## config.mk

```make
export PLATFORM = sky130hd
export DESIGN_NAME = kwh_ram
export DESIGN_NICKNAME = d
export VERILOG_FILES = /design/src/kwh_ram.sv
export SDC_FILE = /design/constraint.sdc
export NUM_CORES = 1
export LEC_CHECK = 0
export BUFFER_PORTS_ARGS = -buffer_cell sky130_fd_sc_hd__buf_2
export CAP_MARGIN = 0
export CORE_ASPECT_RATIO = 1.1
export CORE_MARGIN = 2
export CORE_UTILIZATION = 39
export CTS_BUF_LIST = sky130_fd_sc_hd__clkbuf_4 sky130_fd_sc_hd__clkbuf_8 sky130_fd_sc_hd__clkbuf_16
export CTS_CLUSTER_DIAMETER = 30
export DETAILED_ROUTE_END_ITERATION = 7
export SLEW_MARGIN = 20
export SYNTH_ARGS = -nofsm -noshare
export SYNTH_HDL_FRONTEND = slang
export SYNTH_SLANG_ARGS = --single-unit
```

## constraint.sdc

```tcl
create_clock -name aclk -period 2.8 [get_ports aclk]
set_input_delay 0.56 -clock aclk [delete_from_list [all_inputs] [get_ports aclk]]
set_output_delay 0.56 -clock aclk [all_outputs]
set_load 0.05 [all_outputs]
```

## src/kwh_ram.sv

```systemverilog
`timescale 1ns / 1ps
// ----------------------------------------------------------------------------
// kwh_ram: generic simple dual-port RAM
// One write port, one read port with registered read data.
// ----------------------------------------------------------------------------
module kwh_ram #(
    parameter int WIDTH = 8,
    parameter int DEPTH = 32
) (
    input  logic                     aclk,
    input  logic                     we,
    input  logic [$clog2(DEPTH)-1:0] waddr,
    input  logic [WIDTH-1:0]         wdata,
    input  logic [$clog2(DEPTH)-1:0] raddr,
    output logic [WIDTH-1:0]         rdata
);

    logic [WIDTH-1:0] mem [DEPTH];

    always_ff @(posedge aclk) begin
        if (we) begin
            mem[waddr] <= wdata;
        end
        rdata <= mem[raddr];
    end

endmodule

```

==> results by group <==
Outcome
  • Status: completed

Yosys
  • Most frequent cell after synthesis: edfxtp_1
  • Yosys warnings: 0
  • Distinct cell type count after synthesis: 15
  • Cell Area, Synth: 10100 sq um
  • Synth top area share: 76.5%
  • Mapped Cells: 417
  • Post-synth top cells: edfxtp_1 (256), mux4_2 (80), nor2_1 (33)
  • Top post-synthesis cells by area: edfxtp_1 (76%), mux4_2 (18%), dfxtp_1 (1.6%), nor2_1 (1.2%), mux2_2 (0.90%)
  • Post-synth EDFFs: 256
  • Post-synth top area cell: edfxtp_1
  • Asr flop ratio synth: 0%
  • Number of synthesized register bits: 264
  • Synth Flop Type: edfxtp_1
  • Syn Nets: 437
  • Sequential share of the synthesized area: 78.1%
  • Avg Inst Size Synth: 24.1 sq um

Power
  • Peak VDD IR: 320 uV
  • Total power: 9580 uW
  • LEAKAGE: 0.00392 uW
  • PwrDens: 789 nW/um^2

Critical path
  • Max incr delay on CP: 580 ps
  • CP delay by family, top: multiplexers
  • Crit-path most repeated cell: mux4_2
  • Worst R2R Setup Slack: 980 ps
  • CP Capture Type: flip-flop
  • Crit path cell chain: buf_4 > buf_12 > mux4_2 > mux4_2 > mux2_2
  • Crit path max fanout: 23
  • Bufs and invs on worst path: 2
  • Req. time, crit path: 3190 ps
  • Setup crit start kind: input port
  • CP arrival: 2370 ps
  • WS Path Type: in -> reg
  • Slowest cell on crit path: mux4_2

Timing
  • Final clock skew: 9.01 ps
  • Fmax: 505 MHz
  • Period minus WS final: 1980 ps
  • Final period utilization: 70.7%
  • Final Hold Viols: 0
  • Relative slew slack: 55.1%
  • Final setup TNS: 0 ps
  • Setup violators final: 0
  • Count of pins over their slew limit: 0
  • Final setup margin: 820 ps
  • RSZ-0062 raised after global routing: false
  • Tightest Pin Transition: 671 ps

Routing
  • Via-per-instance ratio: 5.31
  • First-pass DRT Iterations: 5
  • Initial drt markers: 411
  • Routed WL per cell: 23.7 um
  • DRC violations left: 0
  • Via count: 4642
  • Routed Antenna Nets: 0
  • Routed wire length: 20700 um

Clocking
  • Post CTS Setup Buffer Count: 0
  • Post-CTS Hold Buffers: 0
  • Num CTS Buffers: 39
  • Clk slew on worst S/H paths: 60 ps
  • Number of gates resized after cts: 0
  • Clk sinks: 264
  • CTS tree: yes
  • CTS max path bufs: 3
  • Clock tree root buffer cell: clkbuf_16
  • Clock Latency Late Sink: 500 ps
  • Htree depth: 2

Final layout
  • NumNets Final: 521
  • Layout Cells excl Fill: 875
  • Fill cells: 2072
  • N_diodes: 0
  • Area grow syn2layout: 20.7%
  • Share of post-route cells with drive strength above 1: 42.0%

Floorplanning
  • Cell Rows: 61
  • Die width: 157 um
  • Initial Utilization: 39.7%
  • Die Y: 172 um
  • Ports: 28
  • Core Footprint: 25300 sq um
  • Die Area: 27100 sq um

GRT
  • First-pass GRT wire length: 31200 um
  • Vias in the first global route: 4796
  • Antenna violations before repair: 0
  • Largest net degree at the start of global routing: 41
  • GRT Total Usage: 16.0%
  • Global route overflow: 0

Place
  • Placed cells: 806
  • Final estimated routing congestion in global placement: 0.802
  • DP Worst Slack: 295 ps
  • IO Port Bufs: 27
  • Detailed placement HPWL: 13300 um

Flow run
  • MaxCap Viol Count: 0

Hold path
  • Hold WC Path Type: in -> reg
## final timing paths
kind | startpoint | endpoint | cells past startpoint
max | raddr[0] | rdata[1] | 5
max reg2reg | mem[13][1] | rdata[1] | 3
min reg2reg | mem[22][1] | rdata[1] | 3
min | raddr[3] | rdata[2] | 2
## worst register-to-register path: stages (launching register included)
cell      delay (ps)
edfxtp_1         350
mux4_2           520
mux4_2           540
mux2_2           290
## cell usage in the layout, fill, tap and decap left out
master      netlist  final
buf_4             6     32
nand2_1           1      1
or3_1             1      1
clkinv_4          0      6
mux2_2            8      8
clkinv_1          0      1
edfxtp_1        256    256
buf_2             1     26
inv_8             0      5
mux4_2           80     80
inv_6             0      5
or3b_2            3      3
nand3_1           2      2
nor2_1           33     33
clkinvlp_4        0      4
clkbuf_16         0     39
nand3b_1          5      5
buf_12            0      5
bufinv_16         0      3
clkinv_2          0      6
dfxtp_1           8      8
## power breakdown
part / internal (uW) / switching [uW]
logic: 189 / 283
clock network: 2890 / 1790
registers: 4400 / 27.4
total: 7480 / 2100
## sequential cells by signal (all words and copies together) (netlist names)
name / count
rdata: 8
mem: 256
## per-stage QoR
stage | cell area, sq um | util (%) | hold slack [ps]
after detailed placement | 10900 | 42.8 | 897
after global routing | 12100 | 47.9 | 518
final | 12100 | 47.9 | 530
after floorplan | 10100 | - | 659
after global placement | 10900 | 42.8 | 881
after CTS | 12100 | 47.9 | 513
## layer usage
| metal | vias up | global-route usage [%] | part of all wire [%] |
|---|---|---|---|
| met4 | 0 | 4.19 | 1.9 |
| li1 | 1955 | - | - |
| met2 | 187 | 25.3 | 48 |
| met5 | - | 0 | 0 |
| met3 | 32 | 3.61 | 7.4 |
| met1 | 2468 | 22.9 | 43 |
## final cells by class
class | instances | area [sq um] | area share (%)
flip-flops and latches | 264 | 7850 | 64.7
well taps | 346 | 433 | 3.57
repair buffers | 63 | 470 | 3.88
multi-input cells | 133 | 2100 | 17.3
clock inverters | 30 | 307 | 2.53
clock buffers | 39 | 976 | 8.04
## cells by family (layout without fill, tap and decap cells)
| logic type | Yosys count | count (layout) | synth area share (%) |
|---|---|---|---|
| DFF | 264 | 264 | 78.1 |
| buffers and inverters | 20 | 132 | 1.06 |
| muxes | 88 | 88 | 18.8 |
| and+or+nand+nor | 45 | 45 | 2.07 |
Power figures use the tool's default switching activity.
