### src/kwh_pkg.sv
`timescale 1ns / 1ps
// ----------------------------------------------------------------------------
// kwh_pkg: shared constants for the keyword hash lookup
// Table sizes, derived address widths, function, status and config codes.
// ----------------------------------------------------------------------------
package kwh_pkg;

    localparam int MAX_KEYWORDS = 256;
    localparam int MAX_WORD_LEN = 32;
    localparam int TABLE_SLOTS  = 512;

    localparam int KW_CAP  = (MAX_KEYWORDS < TABLE_SLOTS) ? MAX_KEYWORDS : TABLE_SLOTS;
    localparam int KW_AW   = $clog2(MAX_KEYWORDS);
    localparam int KW_CW   = $clog2(MAX_KEYWORDS + 1);
    localparam int WL_AW   = $clog2(MAX_WORD_LEN);
    localparam int LEN_W   = $clog2(MAX_WORD_LEN + 2);
    localparam int SLOT_AW = $clog2(TABLE_SLOTS);
    localparam int SLOT_CW = $clog2(TABLE_SLOTS + 1);
    localparam int CHAR_AW = KW_AW + WL_AW;

    localparam int HASH_W  = 32;
    localparam int CNT_W   = 9;
    localparam int BKT_W   = 8;

    localparam logic [1:0] FUNC_LOAD   = 2'd0;
    localparam logic [1:0] FUNC_BUILD  = 2'd1;
    localparam logic [1:0] FUNC_LOOKUP = 2'd2;
    localparam logic [1:0] FUNC_CLEAR  = 2'd3;

    localparam logic [1:0] ST_OK        = 2'd0;
    localparam logic [1:0] ST_TOO_LONG  = 2'd1;
    localparam logic [1:0] ST_FULL      = 2'd2;
    localparam logic [1:0] ST_NOT_BUILT = 2'd3;

    localparam logic [7:0] CFG_KCOUNT = 8'd0;
    localparam logic [7:0] CFG_CIGN   = 8'd1;

endpackage

### src/kwh_div.sv
`timescale 1ns / 1ps
// ----------------------------------------------------------------------------
// kwh_div: iterative modulo unit
// Restoring division, one quotient bit per cycle; returns the remainder.
// ----------------------------------------------------------------------------
module kwh_div (
    input  logic                        aclk,
    input  logic                        aresetn,
    input  logic                        start,
    input  logic [kwh_pkg::HASH_W-1:0]  dividend,
    input  logic [kwh_pkg::CNT_W-1:0]   divisor,
    output logic                        done,
    output logic [kwh_pkg::BKT_W-1:0]   rem
);

    localparam int STEP_W = $clog2(kwh_pkg::HASH_W);

    logic                       busy_reg, busy_next;
    logic                       done_reg, done_next;
    logic [STEP_W-1:0]          cnt_reg, cnt_next;
    logic [kwh_pkg::HASH_W-1:0] q_reg, q_next;
    logic [kwh_pkg::CNT_W-1:0]  r_reg, r_next;
    logic [kwh_pkg::CNT_W-1:0]  d_reg, d_next;
    logic [kwh_pkg::CNT_W:0]    trial;
    logic [kwh_pkg::CNT_W:0]    diff;

    assign trial = {r_reg, q_reg[kwh_pkg::HASH_W-1]};
    assign diff  = trial - {1'b0, d_reg};

    always_comb begin
        busy_next = busy_reg;
        done_next = 1'b0;
        cnt_next  = cnt_reg;
        q_next    = q_reg;
        r_next    = r_reg;
        d_next    = d_reg;
        if (start) begin
            busy_next = 1'b1;
            cnt_next  = '0;
            q_next    = dividend;
            r_next    = '0;
            d_next    = divisor;
        end else if (busy_reg) begin
            // shift in one dividend bit, subtract when it fits
            q_next   = {q_reg[kwh_pkg::HASH_W-2:0], 1'b0};
            r_next   = (trial >= {1'b0, d_reg}) ? diff[kwh_pkg::CNT_W-1:0]
                                                : trial[kwh_pkg::CNT_W-1:0];
            cnt_next = cnt_reg + 1'b1;
            if (cnt_reg == STEP_W'(kwh_pkg::HASH_W - 1)) begin
                busy_next = 1'b0;
                done_next = 1'b1;
            end
        end
    end

    always_ff @(posedge aclk) begin
        if (!aresetn) begin
            busy_reg <= 1'b0;
            done_reg <= 1'b0;
        end else begin
            busy_reg <= busy_next;
            done_reg <= done_next;
        end
        cnt_reg <= cnt_next;
        q_reg   <= q_next;
        r_reg   <= r_next;
        d_reg   <= d_next;
    end

    assign done = done_reg;
    assign rem  = r_reg[kwh_pkg::BKT_W-1:0];

endmodule
### config.mk
export PLATFORM = sky130hd
export DESIGN_NAME = kwh_div
export DESIGN_NICKNAME = d
export VERILOG_FILES = /design/src/kwh_pkg.sv /design/src/kwh_div.sv
export SDC_FILE = /design/constraint.sdc
export NUM_CORES = 1
export LEC_CHECK = 0
export ABC_CLOCK_PERIOD_IN_PS = 5900
export BUFFER_PORTS_ARGS = -buffer_cell sky130_fd_sc_hd__buf_2
export CORE_MARGIN = 1.5
export CORE_UTILIZATION = 35
export CTS_CLUSTER_SIZE = 10
export DETAILED_ROUTE_END_ITERATION = 10
export PLACE_DENSITY = 0.65
export SYNTH_ARGS = -nofsm -noshare
export SYNTH_HDL_FRONTEND = slang
export SYNTH_SLANG_ARGS = --single-unit
### constraint.sdc
create_clock -name aclk -period 5.9 [get_ports aclk]
set_input_delay 0.885 -clock aclk [delete_from_list [all_inputs] [get_ports aclk]]
set_output_delay 0.885 -clock aclk [all_outputs]
set_load 0.05 [all_outputs]
==> qor.yml, run 1 <==
power:
  leakagePower_nw: 1.36
  p_per_area_mw_per_mm2: 302
  peakVddDrop_mv: 0.149
  power_uw: 997
finish:
  syn_to_final_growth_pct: 16.5
  final_cell_area_mm2: 0.00331
  layout_commonest_cell: "buf_2"
  final_cell_mix: "buf_2 (52), edfxtp_1 (41), mux2_2 (31), nor2_1 (17), dfxtp_1 (16)"
  largest_reg_flops: 32
  drive_gt1_share_pct: 40.1
  final_nets: 325
  n_antenna_cell: 0
synth:
  netlist_instances: 223
  yosysWarnings: 0
  synth_nets: 279
  synth_edf_count: 41
  synth_area_mm2: 0.00284
  ys_seq_area_share_pct: 54.7
  ys_types: 47
  async_flop_share_pct: 0
  synth-seq-cells: 57
  avgSynthCellArea_um2: 12.7
  ys.flop_type: "edfxtp_1"
critical_path:
  startpoint_type: "register"
  worstPathRequired_ps: 6070
  worstPathMaxFanout: 13
  arrival_ps: 2770
  critPathKind: "register to register"
  end_kind: "register"
  startpoint: "q_reg[31]$_DFFE_PP_"
  r2r-start: "q_reg[31]$_DFFE_PP_"
timing:
  slew-limit-headroom_pct: 39.1
  tns_ps: 0
  tightest_slew_ps: 912
  fin_crit_sh_pct: 44.0
  finalHoldViolCount: 0
  rsz0062_at_grt: "no"
  min_period_ps: 2600
  setup_viol: 0
  finalClockSkew_ps: 10.5
  slew_violations: 0
  fmax_mhz: 385
global_routing:
  antenna_found_initial: 0
  grt_util_all_layers_pct: 12.9
  grt_pass1_wl_mm: 8.46
  grt_overflow: 0
  grt_max_degree: 33
  grt_pass1_vias: 1754
clock_network:
  cts_root_buffer: "clkbuf_8"
  cts.sinks: 57
  hold_buffers: 0
  post-cts-setup-buffer-count: 0
  tritoncts: "built"
  cts_resized: 0
  cts_buffers: 9
  clock_latency_ps: 340
  clk_pin_slew_worst_paths_ps: 70
  htreeDepth: 3
  clock_path_buffers: 2
placed_design:
  placed_area_mm2: 0.00313
  numPortBuffers: 52
  place.gp.congestion: 0.792
  dp_hpwl_mm: 3.44
floorplan:
  die_area_mm2: 0.00866
  start_util_pct: 36.3
  io_pins: 53
  row_count: 32
  coreArea_mm2: 0.00781
  die_y_um: 93.0
  die_x_um: 93.0
route:
  routedWlPerCell_um: 13.4
  vias: 1809
  totalWireLength_mm: 5.04
  first_pass_iters: 4
  drcViolationCount: 0
  postRouteAntennaNets: 0
  vias_per_cell: 4.81
  drt_iter0_markers: 98
hold_path:
  min_from: "cnt_reg[4]$_SDFFE_PP0P_"
  hold_class: "register to register"
flow_run:
  maxCapViolCount: 0
run_status:
  status: "finished clean"
[worst max-delay path, stage by stage, from the launching register on]
cell,delay [ps]
edfxtp_1,380
inv_1,70
ha_1,150
inv_1,50
fa_1,400
a211oi_1,410
o21a_1,260
o211a_2,400
mux2i_1,230
a211oi_1,90
[path summary, 6_finish.rpt]
path | to | slack, ps | depth (start not counted)
max reg2reg | r_reg[6]$_SDFFE_PP0P_ | 3300 | 9
min | cnt_reg[4]$_SDFFE_PP0P_ | 500 | 2
max | r_reg[6]$_SDFFE_PP0P_ | 3300 | 9
min reg2reg | cnt_reg[4]$_SDFFE_PP0P_ | 500 | 2
[through the flow]
step | util (%) | cells | worst slack (ps) | hold slack (ps)
finish | 42.3 | 376 | 3300 | 504
global route | 42.3 | 376 | 3010 | 530
CTS | 42.3 | 376 | 3270 | 512
detailed placement | 40.0 | 360 | 3270 | 495
global placement | 40.0 | 360 | 3310 | 480
floorplan | - | 223 | 3630 | 467
[Yosys cell counts, types with 2 or more instances]
| library cell | n | share of area, % |
|---|---|---|
| a211oi_1 | 7 | 1.9 |
| a21oi_1 | 6 | 1.1 |
| a311oi_1 | 3 | 0.93 |
| and3_1 | 2 | 0.44 |
| buf_1 | 3 | 0.40 |
| buf_4 | 8 | 2.1 |
| clkbuf_1 | 5 | 0.66 |
| dfxtp_1 | 16 | 11 |
| edfxtp_1 | 41 | 43 |
| ha_1 | 11 | 4.9 |
| inv_1 | 12 | 1.6 |
| mux2_2 | 31 | 12 |
| mux2i_1 | 8 | 2.8 |
| nand2_1 | 7 | 0.93 |
| nand4b_1 | 2 | 0.62 |
| nor2_1 | 17 | 2.2 |
| nor4b_1 | 2 | 0.62 |
| o211ai_1 | 2 | 0.53 |
| o21a_1 | 2 | 0.53 |
| o21ai_0 | 3 | 0.53 |
| or2_2 | 3 | 0.66 |
| or3_1 | 2 | 0.44 |
| xnor2_1 | 2 | 0.62 |
| xor2_1 | 5 | 1.5 |
[cell type report]
| type | count | area [um2] |
|---|---|---|
| inverter | 12 | 45.0 |
| sequential | 57 | 1550 |
| clock buffer | 9 | 124 |
| multi-input combinational | 136 | 1130 |
| fill | 769 | 4500 |
| clock inverter | 7 | 55.1 |
| timing repair buffer | 53 | 268 |
| tap | 102 | 128 |
[logic make-up (layout without fill, tap and decap cells)]
logic type	count (synthesis)	in the layout	synth area share (%)
buf+inv	30	81	5.33
compound gates	30	30	7.80
xor+xnor	7	7	2.16
mux	39	39	15.1
fa+ha+maj	12	12	5.56
simple gates	48	48	9.35
flops	57	57	54.7
[metal layers]
layer  vias up  GRT usage (%)  part of all wire [%]
met1       842           16.8                    48
met2        54           18.5                    43
li1        905              -                     -
met3         8           6.91                   7.4
met5         -              0                     0
met4         0           3.41                   1.5
[power by group]
part / switching [mW] / internal, mW / leakage [nW]
Sequential: 0.0196 / 0.472 / 0.542
Clock: 0.169 / 0.155 / 0.0862
Combinational: 0.0987 / 0.0824 / 0.727
Total: 0.287 / 0.710 / 1.36
(Power assumes the default switching activity.)
==> run 2: changes to the inputs <==
- ABC_CLOCK_PERIOD_IN_PS: 5900 -> 2300
- PLACE_DENSITY: 0.65 -> 0.67
- clock period: 5.9 -> 2.3 ns (I/O delays scaled with it)
==> run 2 against run 1 <==
Against the previous run: fmax increased by 16%; via count increased by 5.9%; critical path depth increased by 1; clock skew decreased by 2.2 ps; largest cell class unchanged; highest routed layer unchanged.
==> qor.yml, run 2 (synthesis results as in run 1) <==
timing:
  fin_crit_sh_pct: 97.5  # was 44.0%
  finalClockSkew_ps: 8.24  # was 10.5 ps
  hold_ws_ps: 175  # was 504 ps
  min_period_ps: 2240  # was 2600 ps
  fmax_mhz: 446  # was 385 MHz
  slew-limit-headroom_pct: 72.4  # was 39.1%
  rsz0062_at_grt: "yes"  # was no
  setup_viol: 0  # unchanged
  tightest_slew_ps: 414  # was 912 ps
  finalHoldViolCount: 0  # unchanged
  slew_violations: 0  # unchanged
clock_network:
  htreeDepth: 3  # unchanged
  clock_latency_ps: 340  # about the same
  clock_path_buffers: 2  # unchanged
  tritoncts: "built"  # unchanged
  cts_buffers: 9  # unchanged
  hold_buffers: 0  # unchanged
  clk_pin_slew_worst_paths_ps: 70  # about the same
  cts_root_buffer: "clkbuf_8"  # unchanged
  cts.sinks: 57  # unchanged
placed_design:
  dp_hpwl_mm: 3.49  # was 3.44 mm
  placed_area_mm2: 0.00327  # was 0.00313 mm2
  place.gp.congestion: 0.885  # was 0.792
  numPortBuffers: 52  # unchanged
global_routing:
  grt_pass1_vias: 1844  # was 1754
  grt_use_met3_pct: 6.34  # was 6.91%
  use_met1_pct: 15.9  # was 16.8%
  antenna_found_initial: 0  # unchanged
  grt_pass1_wl_mm: 8.52  # was 8.46 mm
  met2_usage_pct: 19.0  # was 18.5%
  grt_busiest_layer: "met2"  # unchanged
  grt_overflow: 0  # unchanged
  grt_max_degree: 58  # was 33
  grt_util_all_layers_pct: 12.8  # was 12.9%
finish:
  final_cell_area_mm2: 0.00351  # was 0.00331 mm2
  syn_to_final_growth_pct: 23.6  # was 16.5%
  final_nets: 343  # was 325
  fillCellCount: 739  # was 769
  final_cell_mix: "buf_2 (52), edfxtp_1 (41), mux2_2 (31), nor2_1 (17), buf_4 (17)"  # was buf_2 (52), edfxtp_1 (41), mux2_2 (31), nor2_1 (17), dfxtp_1 (16)
  n_antenna_cell: 0  # unchanged
  drive_gt1_share_pct: 46.6  # was 40.1%
  multi_input_area_mm2: 0.00119  # was 0.00113 mm2
  regArea_mm2: 0.00155  # unchanged
  layout_commonest_cell: "buf_2"  # unchanged
  largest_reg_flops: 32  # unchanged
flow_run:
  maxCapViolCount: 0  # unchanged
power:
  p_sw_share_pct: 29.1  # was 28.8%
  share_seq_of_total_power_pct: 46.8  # was 49.3%
  p_comb_share_pct: 21.5  # was 18.2%
  leakagePower_nw: 1.44  # was 1.36 nW
  p_int_mw: 1.89  # was 710 uW
  power.switching_uw: 777  # was 287 uW
  p_per_area_mw_per_mm2: 761  # was 302 mW/mm2
  peakVddDrop_mv: 0.428  # was 0.149 mV
  power_mw: 2.67  # was 997 uW
  clkPwrFrac_pct: 31.7  # was 32.5%
run_status:
  status: "finished clean"  # unchanged
floorplan:
  coreArea_mm2: 0.00781  # unchanged
  io_pins: 53  # unchanged
  die_area_mm2: 0.00866  # unchanged
  die_x_um: 93.0  # unchanged
  row_count: 32  # unchanged
  die_y_um: 93.0  # unchanged
  start_util_pct: 36.3  # unchanged
critical_path:
  worstPathRequired_ps: 2550  # was 6070 ps
  end_kind: "register"  # unchanged
  startpoint_type: "register"  # unchanged
  arrival_ps: 2490  # was 2770 ps
  worstPathMaxFanout: 7  # was 13
  critPathKind: "register to register"  # unchanged
hold_path:
  hold_class: "input pin to register"  # was register to register
route:
  first_pass_iters: 4  # unchanged
  postRouteAntennaNets: 0  # unchanged
  routedWlPerCell_um: 13.4  # about the same
  drcViolationCount: 0  # unchanged
  vias_per_cell: 4.86  # was 4.81
  drt_iter0_markers: 70  # was 98
  vias: 1915  # was 1809
  totalWireLength_mm: 5.26  # was 5.04 mm
==> run 2: metal layers <==
| metal | share of wire, % | routed length (um) | vias up |
|---|---|---|---|
| met5 | 0 | 0 | - |
| met4 | 1.2 | 65 | 0 |
| met3 | 7.9 | 417 | 8 |
| met2 | 46 | 2420 | 55 |
| met1 | 45 | 2360 | 912 |
| li1 | - | - | 940 |
==> run 2: final timing paths <==
kind | startpoint | depth (start not counted) | to | slack, ps
setup / recovery | q_reg[31]$_DFFE_PP_ | 10 | r_reg[8]$_SDFFE_PP0P_ | 60
hold reg to reg | cnt_reg[4]$_SDFFE_PP0P_ | 2 | cnt_reg[4]$_SDFFE_PP0P_ | 510
hold / removal | divisor[1] | 1 | d_reg[1]$_DFFE_PP_ | 180
setup reg to reg | q_reg[31]$_DFFE_PP_ | 10 | r_reg[8]$_SDFFE_PP0P_ | 60
==> run 2: worst max-delay path, cell delays in order, from the launching register on <==
cell      delay (ps)
edfxtp_1         350
inv_1             50
ha_1             200
inv_2             60
fa_2             210
a211oi_2          80
o21a_1           190
o211a_2          260
buf_6            140
or3_4            380
a311oi_2         250
==> run 2: cell type report <==
type                    count  area share, %
multi-input cells         136           33.8
flip-flops and latches     57           44.2
inverters                  12           1.28
clock inverters             7           1.53
clock buffers               9           3.53
well taps                 102           3.64
repair buffers             71           11.9
==> run 2: through the flow <==
stage	worst slack [ps]	utilization [%]	TNS, ps	instances
finish	56.9	44.9	0	394
global route	-49.9	44.9	-108	394
CTS	34.0	44.2	0	393
detailed placement	29.4	41.8	0	377
global placement	79.7	41.8	0	377
floorplan	29.8	-	0	223
==> run 2: what timing repair did <==
item | CTS | global route
endpoints found under the setup margin | 2 | 9
setup buffers | 0 | 1
gates resized for setup | 1 | 9
pin swaps | 0 | 4
==> run 2: power groups by stage <==
stage                     combinational (mW)  clock (mW)  sequential, mW
after global placement                 0.536           0            1.27
after floorplan                        0.393           0            1.26
final                                  0.575       0.847            1.25
after CTS                              0.552       0.875            1.25
after global routing                   0.632       0.908            1.26
after detailed placement               0.545           0            1.27
==> run 3: changes to the inputs <==
- PLACE_DENSITY: 0.67 -> 0.59
==> run 3 against run 2 <==
Against the previous run: die area did not move; critical path type unchanged; critical path depth fell by 2; combinational power rose by 1%; non-clock buffer count rose by 3; design area rose by 1.1%; clock skew fell by 1.7 ps.
==> qor.yml, run 3 (synthesis results as in run 1) <==
placed_design:
  dp_cells: 379  # was 377
  placed_area_mm2: 0.00328  # was 0.00327 mm2
  dpl_worst_slack_ps: 35.6  # was 29.4 ps
  dp_hpwl_mm: 3.76  # was 3.49 mm
  numPortBuffers: 52  # unchanged
  place.gp.congestion: 0.820  # was 0.885
timing:
  tns_ps: 0  # unchanged
  fin_crit_sh_pct: 98.9  # was 97.5%
  setup_slack_ps: 26.0  # was 56.9 ps
  slew-limit-headroom_pct: 72.9  # was 72.4%
  finalHoldViolCount: 0  # unchanged
  hold_ws_ps: 179  # was 175 ps
  slew_violations: 0  # unchanged
  fmax_mhz: 440  # was 446 MHz
  min_period_ps: 2270  # was 2240 ps
  rsz0062_at_grt: "yes"  # unchanged
  tightest_slew_ps: 403  # was 414 ps
  finalClockSkew_ps: 6.50  # was 8.24 ps
  setup_viol: 0  # unchanged
finish:
  final_cell_area_mm2: 0.00355  # was 0.00351 mm2
  n_antenna_cell: 0  # unchanged
  final_cell_mix: "buf_2 (52), edfxtp_1 (41), mux2_2 (31), buf_4 (19), nor2_1 (17)"  # was buf_2 (52), edfxtp_1 (41), mux2_2 (31), nor2_1 (17), buf_4 (17)
  drive_gt1_share_pct: 47.5  # was 46.6%
  final_nets: 346  # was 343
  final_cells: 397  # was 394
  syn_to_final_growth_pct: 25.0  # was 23.6%
  fin_util_pct: 45.4  # was 44.9%
  layout_commonest_cell: "buf_2"  # unchanged
  largest_reg_flops: 32  # unchanged
critical_path:
  crit_chain: "inv_1 > ha_2 > nand4b_1 > or3_1 > o211a_4 > buf_6 > or3_1 > a311oi_2"  # was inv_1 > ha_1 > inv_2 > fa_2 > a211oi_2 > o21a_1 > o211a_2 > buf_6 > or3_4 > a311oi_2
  startpoint: "d_reg[7]$_DFFE_PP_"  # was q_reg[31]$_DFFE_PP_
  reg2regPathDepth: 8  # was 10
  crit-reg2reg-capture: "r_reg[8]$_SDFFE_PP0P_"  # unchanged
  r2r-start: "d_reg[7]$_DFFE_PP_"  # was q_reg[31]$_DFFE_PP_
  startpoint_type: "register"  # unchanged
  ff2ff_setup_slack_ps: 30  # was 60 ps
  cpMostUsedCell: "or3_1"
  crit_end: "r_reg[8]$_SDFFE_PP0P_"  # unchanged
  critPathSlowestCell: "or3_1"  # was or3_4
  worstPathRequired_ps: 2560  # was 2550 ps
  arrival_ps: 2530  # was 2490 ps
  worstPathMaxFanout: 7  # unchanged
  critPathKind: "register to register"  # unchanged
  cp_slowest_stage_delay_ps: 400  # was 380 ps
  end_kind: "register"  # unchanged
route:
  drt_iter0_markers: 39  # was 70
  first_pass_iters: 4  # unchanged
  vias_per_cell: 4.80  # was 4.86
  drcViolationCount: 0  # unchanged
  vias: 1906  # was 1915
  routedWlPerCell_um: 13.3  # was 13.4 um
  totalWireLength_mm: 5.30  # was 5.26 mm
  postRouteAntennaNets: 0  # unchanged
clock_network:
  cts_root_buffer: "clkbuf_8"  # unchanged
  clock_path_buffers: 2  # unchanged
  clk_pin_slew_worst_paths_ps: 70  # about the same
  htreeDepth: 3  # unchanged
  tritoncts: "built"  # unchanged
  cts.sinks: 57  # unchanged
  cts_buffers: 9  # unchanged
  clock_latency_ps: 340  # about the same
  hold_buffers: 0  # unchanged
global_routing:
  grt_overflow: 0  # unchanged
  grt_pass1_vias: 1803  # was 1844
  grt_max_degree: 26  # was 58
  grt_pass1_wl_mm: 8.42  # was 8.52 mm
  antenna_found_initial: 0  # unchanged
  grt_util_all_layers_pct: 12.8  # about the same
floorplan:
  coreArea_mm2: 0.00781  # unchanged
  start_util_pct: 36.3  # unchanged
  row_count: 32  # unchanged
  die_x_um: 93.0  # unchanged
  die_y_um: 93.0  # unchanged
  io_pins: 53  # unchanged
  die_area_mm2: 0.00866  # unchanged
power:
  power_mw: 2.79  # was 2.67 mW
  p_per_area_mw_per_mm2: 787  # was 761 mW/mm2
  leakagePower_nw: 1.47  # was 1.44 nW
  peakVddDrop_mv: 0.397  # was 0.428 mV
hold_path:
  hold_class: "input pin to register"  # unchanged
  whs_path_depth: 1  # unchanged
flow_run:
  maxCapViolCount: 0  # unchanged
run_status:
  status: "finished clean"  # unchanged
-- run 3: changes by cell type in the layout (fill, tap and decap cells not counted), moves of 2 or more --
cell,delta
a311oi_1,-2
ha_4,-3
buf_4,+2
ha_1,+2
a311oi_2,+2
-- run 3: layout make-up --
cell class | count | area, um2
inverters | 12 | 45.0
fillers | 750 | 4260
multi-input cells | 136 | 1170
clock buffers | 9 | 124
clock inverters | 7 | 78.8
repair buffers | 74 | 445
well taps | 102 | 128
flip-flops and latches | 57 | 1550
-- run 3: worst min path at each step --
stage / start / endpoint / slack [ps]
after floorplan: divisor[0] / d_reg[0]$_DFFE_PP_ / 440
after detailed placement: cnt_reg[4]$_SDFFE_PP0P_ / cnt_reg[4]$_SDFFE_PP0P_ / 500
final: divisor[3] / d_reg[3]$_DFFE_PP_ / 180
after global placement: cnt_reg[4]$_SDFFE_PP0P_ / cnt_reg[4]$_SDFFE_PP0P_ / 480
after CTS: divisor[2] / d_reg[2]$_DFFE_PP_ / 160
after global routing: divisor[3] / d_reg[3]$_DFFE_PP_ / 160
-- run 3: layer usage --
metal,vias up,routed length (um),global-route usage (%)
li1,950,-,-
met5,-,0,0
met4,0,48,3.41
met3,6,397,7.15
met2,44,2340,18.6
met1,906,2520,16.3
-- run 3: timing repair --
action | 4_1_cts | 5_1_grt
endpoints found under the hold margin | 0 | 0
setup buffers | 0 | 2
gates resized for setup | 0 | 12
endpoints found under the setup margin | 0 | 9
-- run 3: worst max-delay path: cells and delay by family (launching register included) --
| kind | cells | cell delay (ps) |
|---|---|---|
| flops | 1 | 320 |
| fa+ha+maj | 1 | 380 |
| buf+inv | 2 | 170 |
| simple gates | 3 | 930 |
| compound gates | 2 | 390 |
-- run 3: power breakdown --
part           switching, mW  internal (mW)
clock network          0.455          0.508
registers             0.0351           1.21
logic                  0.295          0.287
total                  0.785           2.01
